$ cat config.mk
export PLATFORM = sky130hd
export DESIGN_NAME = lift_position_and_drive_control
export DESIGN_NICKNAME = d
export VERILOG_FILES = /design/src/rtl/core/lpdc_pkg.sv /design/src/rtl/core/lift_position_and_drive_control.sv
export SDC_FILE = /design/constraint.sdc
export NUM_CORES = 1
export LEC_CHECK = 0
export ABC_AREA = 0
export BUFFER_PORTS_ARGS = -buffer_cell sky130_fd_sc_hd__buf_2
export CAP_MARGIN = 20
export CORE_MARGIN = 4
export CORE_UTILIZATION = 63
export DETAILED_ROUTE_END_ITERATION = 8
export PLACE_DENSITY = 0.81
export RECOVER_POWER = 50
export SLEW_MARGIN = 20
export SYNTH_ARGS = -nofsm -noshare
export SYNTH_HDL_FRONTEND = slang
export SYNTH_SLANG_ARGS = --single-unit
$ cat constraint.sdc
create_clock -name clk_i -period 12.7 [get_ports clk_i]
set_input_delay 1.27 -clock clk_i [delete_from_list [all_inputs] [get_ports clk_i]]
set_output_delay 1.27 -clock clk_i [all_outputs]
set_load 0.01 [all_outputs]
$ cat src/rtl/core/lpdc_pkg.sv
package lpdc_pkg;

  localparam int unsigned LEVELS      = 8;
  localparam int unsigned QUEUE_DEPTH = 8;

  localparam int unsigned POS_W  = 3;
  localparam int unsigned QD_W   = (QUEUE_DEPTH > 1) ? $clog2(QUEUE_DEPTH) : 1;
  localparam int unsigned CNT_W  = 4;
  localparam int unsigned DBNC_W = 8;
  localparam int unsigned SENS_W = 8;
  localparam int unsigned LED_W  = 8;

  localparam logic [DBNC_W-1:0] DBNC_RST = 8'd24;
  localparam logic [DBNC_W-1:0] LT_MAX   = 8'hFF;
  localparam logic [POS_W-1:0]  LVL_TOP  = POS_W'(LEVELS - 1);
  localparam logic [CNT_W-1:0]  Q_FULL   = CNT_W'(QUEUE_DEPTH);

  localparam int unsigned S_TDATA_W = 16;
  localparam int unsigned S_TUSER_W = 2;
  localparam int unsigned M_TDATA_W = 24;

  typedef enum logic [1:0] {
    KIND_TICK  = 2'd0,
    KIND_ENQ   = 2'd1,
    KIND_CLEAR = 2'd2
  } kind_e;

endpackage

$ cat src/rtl/core/lift_position_and_drive_control.sv
// Channel   Dir  Width  Fields (lowest bit first)
// s_axis    in   16/2   tdata: sensors[7:0] target_level[10:8]; tuser: kind[1:0]
// m_axis    out  24     tdata: motor_run motor_up level_leds[7:0] pos_from[2:0]
//                              pos_to[2:0] queue_count[3:0] arrived request_dropped
// cfg       in   8      debounce_ticks, written when cfg_we_i is high
//
// One beat per cycle sustained while m_axis keeps accepting result beats.
// An input register feeds one pass of level, queue and motor logic into the result register.
// The input register takes a new beat while it is empty or when it empties in the same cycle.
// Reset clears control state, counters, positions and the queue; queue entries are not cleared.
// A stalled m_axis holds its beat; the input side stalls only once both registers are full.
module lift_position_and_drive_control
  import lpdc_pkg::*;
(
  input  logic                 clk_i,
  input  logic                 rst_ni,
  input  logic                 cfg_we_i,
  input  logic [DBNC_W-1:0]    cfg_wdata_i,
  input  logic                 s_axis_tvalid_i,
  output logic                 s_axis_tready_o,
  // sensors[7:0], target_level[10:8], zero[15:11]
  input  logic [S_TDATA_W-1:0] s_axis_tdata_i,
  // kind[1:0]
  input  logic [S_TUSER_W-1:0] s_axis_tuser_i,
  output logic                 m_axis_tvalid_o,
  input  logic                 m_axis_tready_i,
  // motor_run[0], motor_up[1], level_leds[9:2], pos_from[12:10], pos_to[15:13],
  // queue_count[19:16], arrived[20], request_dropped[21], zero[23:22]
  output logic [M_TDATA_W-1:0] m_axis_tdata_o
);

  logic                in_vld_q;
  logic [1:0]          in_kind_q;
  logic [SENS_W-1:0]   in_sens_q;
  logic [POS_W-1:0]    in_tgt_q;
  logic                out_vld_q;
  logic [M_TDATA_W-1:0] out_data_q, out_data_d;
  logic                advance;

  logic [DBNC_W-1:0]   dbnc_q;
  logic [DBNC_W-1:0]   low_time_q [LEVELS];
  logic [DBNC_W-1:0]   low_time_d [LEVELS];
  logic [LEVELS-1:0]   at_lvl_q, at_lvl_d;
  logic [POS_W-1:0]    pos_from_q, pos_from_d;
  logic [POS_W-1:0]    pos_to_q, pos_to_d;
  logic                dir_up_q, dir_up_d;
  logic                run_q, run_d;
  logic [QD_W-1:0]     head_q, head_d;
  logic [CNT_W-1:0]    count_q, count_d;
  logic [POS_W-1:0]    mem_q [QUEUE_DEPTH];
  logic                mem_we;
  logic [QD_W-1:0]     tail;
  logic [CNT_W:0]      tail_sum;
  logic                arrived, dropped;
  logic [LED_W-1:0]    leds;

  assign advance         = in_vld_q && (!out_vld_q || m_axis_tready_i);
  assign s_axis_tready_o = !in_vld_q || advance;
  assign m_axis_tvalid_o = out_vld_q;
  assign m_axis_tdata_o  = out_data_q;

  always_comb begin
    tail_sum = (CNT_W + 1)'(head_q) + (CNT_W + 1)'(count_q);
    if (tail_sum >= (CNT_W + 1)'(QUEUE_DEPTH)) begin
      tail_sum = tail_sum - (CNT_W + 1)'(QUEUE_DEPTH);
    end
    tail = tail_sum[QD_W-1:0];
  end

  always_comb begin
    logic [POS_W-1:0]  pf, pt, ref_lvl, h;
    logic              dir;
    logic [DBNC_W:0]   n;
    pf         = pos_from_q;
    pt         = pos_to_q;
    dir        = dir_up_q;
    run_d      = run_q;
    head_d     = head_q;
    count_d    = count_q;
    at_lvl_d   = at_lvl_q;
    low_time_d = low_time_q;
    arrived    = 1'b0;
    dropped    = 1'b0;
    mem_we     = 1'b0;
    h          = mem_q[head_q];
    ref_lvl    = pf;
    n          = '0;
    case (in_kind_q)
      KIND_TICK: begin
        for (int i = 0; i < LEVELS; i++) begin
          if (!in_sens_q[i]) begin
            n = {1'b0, low_time_q[i]} + 1'b1;
            if (n > {1'b0, dbnc_q} && !at_lvl_q[i]) begin
              at_lvl_d[i] = 1'b1;
              pf          = POS_W'(i);
              pt          = POS_W'(i);
            end
            low_time_d[i] = n[DBNC_W] ? LT_MAX : n[DBNC_W-1:0];
          end else begin
            if (at_lvl_q[i]) begin
              if (pt == '0) begin
                dir = 1'b1;
              end else if (pt == LVL_TOP) begin
                dir = 1'b0;
              end
              if (dir) begin
                pt = (pf < LVL_TOP) ? pf + 1'b1 : LVL_TOP;
              end else begin
                pt = (pf > '0) ? pf - 1'b1 : '0;
              end
            end
            at_lvl_d[i]   = 1'b0;
            low_time_d[i] = '0;
          end
        end
        if (count_q != '0) begin
          if (pf == pt && !in_sens_q[h]) begin
            run_d   = 1'b0;
            head_d  = (head_q == QD_W'(QUEUE_DEPTH - 1)) ? '0 : head_q + 1'b1;
            count_d = count_q - 1'b1;
            arrived = 1'b1;
          end else begin
            ref_lvl = (pf > pt) ? pt : pf;
            if (h > ref_lvl) begin
              dir = 1'b1;
            end else if (h < ref_lvl) begin
              dir = 1'b0;
            end
            run_d = 1'b1;
          end
        end
      end
      KIND_ENQ: begin
        if (in_tgt_q <= LVL_TOP) begin
          if (count_q >= Q_FULL) begin
            dropped = 1'b1;
          end else begin
            mem_we  = 1'b1;
            count_d = count_q + 1'b1;
          end
        end
      end
      KIND_CLEAR: begin
        head_d  = '0;
        count_d = '0;
      end
      default: begin
      end
    endcase
    pos_from_d = pf;
    pos_to_d   = pt;
    dir_up_d   = dir;
    leds       = (LED_W'(1) << pf) | (LED_W'(1) << pt);
    out_data_d = {2'b00, dropped, arrived, count_d, pt, pf, leds, dir, run_d};
  end

  always_ff @(posedge clk_i or negedge rst_ni) begin
    if (!rst_ni) begin
      in_vld_q   <= 1'b0;
      out_vld_q  <= 1'b0;
      dbnc_q     <= DBNC_RST;
      low_time_q <= '{default: '0};
      at_lvl_q   <= '0;
      pos_from_q <= '0;
      pos_to_q   <= '0;
      dir_up_q   <= 1'b0;
      run_q      <= 1'b0;
      head_q     <= '0;
      count_q    <= '0;
    end else begin
      if (cfg_we_i) begin
        dbnc_q <= cfg_wdata_i;
      end
      if (s_axis_tready_o) begin
        in_vld_q <= s_axis_tvalid_i;
      end
      if (advance) begin
        out_vld_q  <= 1'b1;
        low_time_q <= low_time_d;
        at_lvl_q   <= at_lvl_d;
        pos_from_q <= pos_from_d;
        pos_to_q   <= pos_to_d;
        dir_up_q   <= dir_up_d;
        run_q      <= run_d;
        head_q     <= head_d;
        count_q    <= count_d;
      end else if (m_axis_tready_i) begin
        out_vld_q <= 1'b0;
      end
    end
  end

  always_ff @(posedge clk_i) begin
    if (s_axis_tready_o && s_axis_tvalid_i) begin
      in_kind_q <= s_axis_tuser_i;
      in_sens_q <= s_axis_tdata_i[SENS_W-1:0];
      in_tgt_q  <= s_axis_tdata_i[SENS_W +: POS_W];
    end
    if (advance) begin
      out_data_q <= out_data_d;
    end
    if (advance && mem_we) begin
      mem_q[tail] <= in_tgt_q;
    end
  end

endmodule

# Word-level counts from Yosys, hierarchy flattened
# Memories as Yosys holds them, arrays and structs flattened.
# Index checks and enable logic that the tools add are counted.
# classes
eq_ne,14
shifts,2
n_mux,201
add_sub_neg,29
n_reduce_logical,57
n_bitwise,1
order_cmp,31
# op_table
op,n
$mux W3,87
$mux W8,16
$mux W1,91
$add A8 B1 Y9 const B,8
$gt A9 B8 Y1,8
$add A3 B1 Y3 const B,9
$eq A3 B3 Y1 const B,9
$sub A3 B1 Y3 const B,9
$gt A3 B1 Y1 const B,8
$logic_not A3 Y1,8
$lt A3 B3 Y1 const B,8
$reduce_and A3 Y1,8
$reduce_bool A2 Y1,10
$mux W4,4
$shl A1 B3 Y8 const A,2
$logic_and A1 B1 Y1,12
$pmux W4 S3,1
$logic_not A1 Y1,11
$or A8 B8 Y8,1
$gt A3 B3 Y1,2
$pmux W3 S2,1
$reduce_and A2 Y1,3
$add A3 B4 Y5,1
$ge A5 B4 Y1 const B,1
15 further kinds,17
# totals
word_cells,367
regBits,132
ram_bits,24
memories,1
# memory_table
memory,depth,word_bits,rd,rd_ports_with_merged_regs,wr,line,text
mem_q,8,3,1,0,1,lift_position_and_drive_control.sv:50,logic [POS_W-1:0] mem_q [QUEUE_DEPTH];

# Depth between registers and ports, before layout
# depth
depth_word,88
depth_mapped,49
depth_no_buf,48

# Worst setup path before layout
# Ideal clock, no wire load.
# synth_path
path_type,register -> register
startpoint,register low_time_q[56] (netlist name)
endpoint,register out_data_q[1] (netlist: m_axis_tdata_o[1]) (data pin)
stages_incl_launch_ff,46
setup_time_ns,0.271
setup_slack_ns,3.350
n_path_buf,0
required_time_ns,12.429
synth_period_minus_slack_ns,9.350
arrival_ns,9.079
cell_sequence,dfrtp_1 > ha_1 > nand3_2 > nor3_1 > xor2_1 > ha_1 > and3_1 > and4_1 > a211oi_1 > a2bb2oi_1 > ha_1 > ha_1 > nor2_1 > a21oi_1 > o21a_1 > o21a_1 > a21oi_1 > a21oi_1 > [10 not listed] > o221ai_1 > a32oi_2 > nand2b_1 > nand3_2 > and4_4 > a311oi_2 > inv_1 > ha_1 > nor2b_1 > o21a_1 > o21a_1 > mux2_2 > ha_1 > nand3_1 > nand3_1 > nand4_1 > nand3_1 > o21ai_0
# synth_between
elab_chain_len,84
# synth_rtl
item,line,text
"start, declared",lift_position_and_drive_control.sv:41,logic [DBNC_W-1:0] low_time_q [LEVELS];
"start signal, assigned",lift_position_and_drive_control.sv:179,low_time_q <= low_time_d;
$add A8 B1 Y9 (*),lift_position_and_drive_control.sv:92,"n = {1'b0, low_time_q[i]} + 1'b1;"
$gt A9 B8 Y1 (*),lift_position_and_drive_control.sv:93,"if (n > {1'b0, dbnc_q} && !at_lvl_q[i]) begin"
$logic_and A1 B1 Y1 (*),lift_position_and_drive_control.sv:93,
$mux W3,lift_position_and_drive_control.sv:93,
$mux W3,lift_position_and_drive_control.sv:91,if (!in_sens_q[i]) begin
$mux W3,lift_position_and_drive_control.sv:88,case (in_kind_q)
$eq A3 B3 Y1,lift_position_and_drive_control.sv:103,end else if (pt == LVL_TOP) begin
$mux W1,lift_position_and_drive_control.sv:103,
[69 not listed],--,
$mux W3,lift_position_and_drive_control.sv:123,ref_lvl = (pf > pt) ? pt : pf;
$lt A3 B3 Y1,lift_position_and_drive_control.sv:126,end else if (h < ref_lvl) begin
$mux W1,lift_position_and_drive_control.sv:126,
$mux W1,lift_position_and_drive_control.sv:124,if (h > ref_lvl) begin
$mux W1,lift_position_and_drive_control.sv:117,if (pf == pt && !in_sens_q[h]) begin
$mux W1 (*),lift_position_and_drive_control.sv:116,if (count_q != '0) begin
$mux W1 (*),lift_position_and_drive_control.sv:88,
named net dir_up_d,lift_position_and_drive_control.sv:46,"logic dir_up_q, dir_up_d;"
"end signal, assigned",lift_position_and_drive_control.sv:200,out_data_q <= out_data_d;
"end, declared",lift_position_and_drive_control.sv:37,"logic [M_TDATA_W-1:0] out_data_q, out_data_d;"
# Mark *: on every way through the listed nets, which the timed path passes. The rest lies on a longest branch. The select of a mux whose other input is x is not followed.
# A chain may end at the register's enable or synchronous reset.

# Worst setup path in the final report
# Same ends and word-level chain as after synthesis.

==> impl_metrics.yaml <==
status:
  status: "finished with violations"
  violations: "max-capacitance violations, max-slew violations"
global_routing:
  grt_overflow: 0
  grt_max_degree: 101
  grt_pass1_wl_um: 47060
  busiest_layer: "met2"
  grt_antenna_before_repair: 0
  use_met2_pct: 45.62
  grt_util_met1_pct: 35.17
  grt_usage_pct: 26.58
  grt_pass1_vias: 9814
  use_met3_pct: 4.609
clock_network:
  hold_buffers: 0
  cts.clk_slew.worst_paths_ps: 70
  cts_setup_buffers: 0
  cts_tree: "built"
  htreeDepth: 4
  numCtsBuffers: 17
  clockRootBuffer: "clkbuf_16"
  post_cts_resized: 0
  clk-insertion-delay-late_ps: 430
  cts_num_sinks: 156
  clockBufferDepth: 2
routing:
  vias: 10200
  dr.pass1.iters: 5
  drt-total-wl_um: 28480
  vias_per_cell: 6.538
  drt_iter0_markers: 1065
  wl_per_cell_um: 18.25
  drc_errors: 0
  drtAntennaViolNets: 0
synthesis:
  synth_edf_count: 59
  synth_area_per_cell_sq_um: 9.115
  yosysWarningCount: 0
  ys_seq_elements: 156
  synthFlopType: "dfrtp_1"
  seq_area_frac_synth_pct: 35.32
  syn_area_sq_um: 11900
  synthCells: 1305
  synth.distinct_cells: 86
  synth-async-reset-ratio_pct: 62.18
pwr:
  p_int_uw: 1409
  comb_power_share_pct: 51.9
  p_sw_share_pct: 45.07
  p_per_area_nw_per_um2: 200.1
  p_seq_share_pct: 27.3
  clkPwrFrac_pct: 20.7
  leakage_uw: 0.005766
  switchingPower_uw: 1157
  worst_ir_drop_vdd_mv: 0.1080
placed_design:
  gp_congestion: 0.8758
  post-dp-hpwl_um: 19410
  port_buffers: 49
critical_path:
  max_stage_delay_ps: 550
  crit_buf_inv: 2
  cp_slowest_cell: "a311oi_1"
  endpoint_kind: "flip-flop"
  cp-startpoint: "low_time_q[56]"
  start_kind: "flip-flop"
  cp_data_required_time_ps: 12860
  crit_family: "compound AO/OA/AOI/OAI gates"
  r2r_start: "low_time_q[56]"
  cp.arrival_ps: 11470
  worstPathMaxFanout: 9
  cpMostUsedCell: "ha_1"
  crit_type: "reg2reg"
cells_and_area:
  area_growth_pct: 7.826
  final_cell_mix: "ha_1, a21oi_1, dfrtp_1"
  final_common_cell: "ha_1"
  antenna_cells: 0
  final_nets: 1465
  final_layout_size_suffix_gt1_share_pct: 9.617
sta:
  setup_viol: 0
  tightest_slew_ps: 3471
  min_period_over_period_pct: 89.09
  hold_viol: 0
  finalCriticalPeriod_ps: 11310
  tns_ps: 0
  maxSlewViolCount: 100
  fmax_mhz: 88.38
  rsz0062_at_grt: "false"
  skew_ps: 9.911
  hold_slack_ps: 510.7
  slew_headroom_pct: -131.4
floorplanning:
  die_w_um: 145.4
  dieArea_sq_um: 21140
  coreArea_sq_um: 18270
  num_rows: 49
  ios: 57
  chipHeight_um: 145.4
  start_util_pct: 65.11
job:
  maxCapViolCount: 2
hold_path:
  hp-start: "run_q"
  min_path_type: "reg2reg"
[kinds of logic (layout without fill, tap and decap cells)]
kind of cell | Yosys count | in the layout | share of synthesized area, %
AO/OA/AOI/OAI | 427 | 427 | 24.85
XOR/XNOR | 54 | 54 | 3.976
adder cells (fa/ha/maj) | 116 | 116 | 12.26
buffers and inverters | 126 | 151 | 4.071
flip-flops | 156 | 156 | 35.32
multiplexers | 20 | 20 | 2.535
other | 1 | 2 | 0.03153
AND/OR/NAND/NOR | 405 | 405 | 16.96
[layer usage]
layer / part of all wire [%] / routed length [um]
met1: 44 / 12560
met5: 0 / 0
met2: 49 / 13920
met3: 5.5 / 1556
met4: 1.5 / 440
[cells in the mapped netlist (all sizes together) (3+ instances only)]
master / number / area, sq um
a211o: 9 / 78.83
a211oi: 26 / 210.2
a21boi: 4 / 30.02
a21o: 21 / 157.7
a21oi: 107 / 539.3
a22oi: 3 / 22.52
a2bb2oi: 3 / 26.28
a311oi: 7 / 80.07
a31o: 14 / 122.6
a31oi: 38 / 237.7
and2: 12 / 76.33
and3: 35 / 219.0
and4: 3 / 28.78
buf: 8 / 41.28
clkbuf: 51 / 191.4
dfrtp: 95 / 2377
edfxtp: 59 / 1772
ha: 115 / 1439
inv: 67 / 251.5
mux2: 5 / 56.30
mux2i: 8 / 87.59
mux4: 7 / 157.7
nand2: 94 / 352.8
nand2b: 27 / 168.9
nand3: 52 / 270.3
nand4: 22 / 137.6
nor2: 95 / 359.1
nor2b: 23 / 143.9
nor3: 22 / 115.1
o211a: 6 / 60.06
o211ai: 12 / 115.1
o21a: 24 / 180.2
o21ai: 68 / 340.3
o21bai: 8 / 60.06
o22a: 18 / 157.7
o22ai: 11 / 68.82
o311ai: 3 / 26.28
o31ai: 21 / 157.7
o32ai: 4 / 61.32
or2: 6 / 37.53
or3: 4 / 25.02
or4: 3 / 22.52
xnor2: 29 / 254.0
xor2: 25 / 219.0
[worst register-to-register path, delay by kind of cell (launching register included)]
| kind | cells | cell delay [ps] |
|---|---|---|
| buffers and inverters | 2 | 290 |
| xor gates and xnor gates | 1 | 210 |
| DFF | 1 | 410 |
| muxes | 1 | 520 |
| AOI/OAI and AO/OA | 22 | 5330 |
| and+or+nand+nor | 14 | 2630 |
| adders and majority gates | 6 | 1630 |
[power groups by stage]
stage	Sequential (uW)	Combinational, uW	Clock [uW]
finish	702	1330	532
detailed placement	708	1290	0
global route	713	1490	561
global placement	705	1250	0
CTS	699	1320	538
floorplan	672	1040	0
[area by class of cell]
type	count	area [sq um]
multi-input cells	1024	7223
flip-flops and latches	156	4202
clock buffers	17	425.4
well taps	229	286.5
fillers	1426	5444
clock inverters	15	196.4
inverters	67	251.5
repair buffers	52	241.5
[state kept, by name, indices dropped and copies added (netlist names)]
register / count
low_time_q: 64
mem_q: 24
m_axis_tdata_o: 22
at_lvl_q: 8
dbnc_q: 8
in_sens_q: 8
count_q: 4
head_q: 3
in_tgt_q: 3
pos_from_q: 3
pos_to_q: 3
in_kind_q: 2
dir_up_q: 1
in_vld_q: 1
m_axis_tvalid_o: 1
run_q: 1
[worst paths after layout]
kind	to	slack, ps	cells past startpoint
max	m_axis_tdata_o[1]	1390	46
min	run_q	510	2
max reg2reg	m_axis_tdata_o[1]	1390	46
min reg2reg	run_q	510	2
max in group asynchronous	pos_to_q[0]	7060	2
min in group asynchronous	low_time_q[53]	1460	1
[metrics by stage]
stage	utilization [%]	total power, uW	setup slack (ps)	instance area, sq um	std cells
6_report	70.20	2566	1385	12830	1560
5_1_grt	70.20	2761	650.6	12830	1560
4_1_cts	70.36	2552	1659	12850	1560
3_5_place_dp	66.96	2002	1774	12230	1528
3_3_place_gp	66.96	1954	2128	12230	1528
2_1_floorplan	-	1715	3350	11900	1306
(Power assumes the default switching activity.)
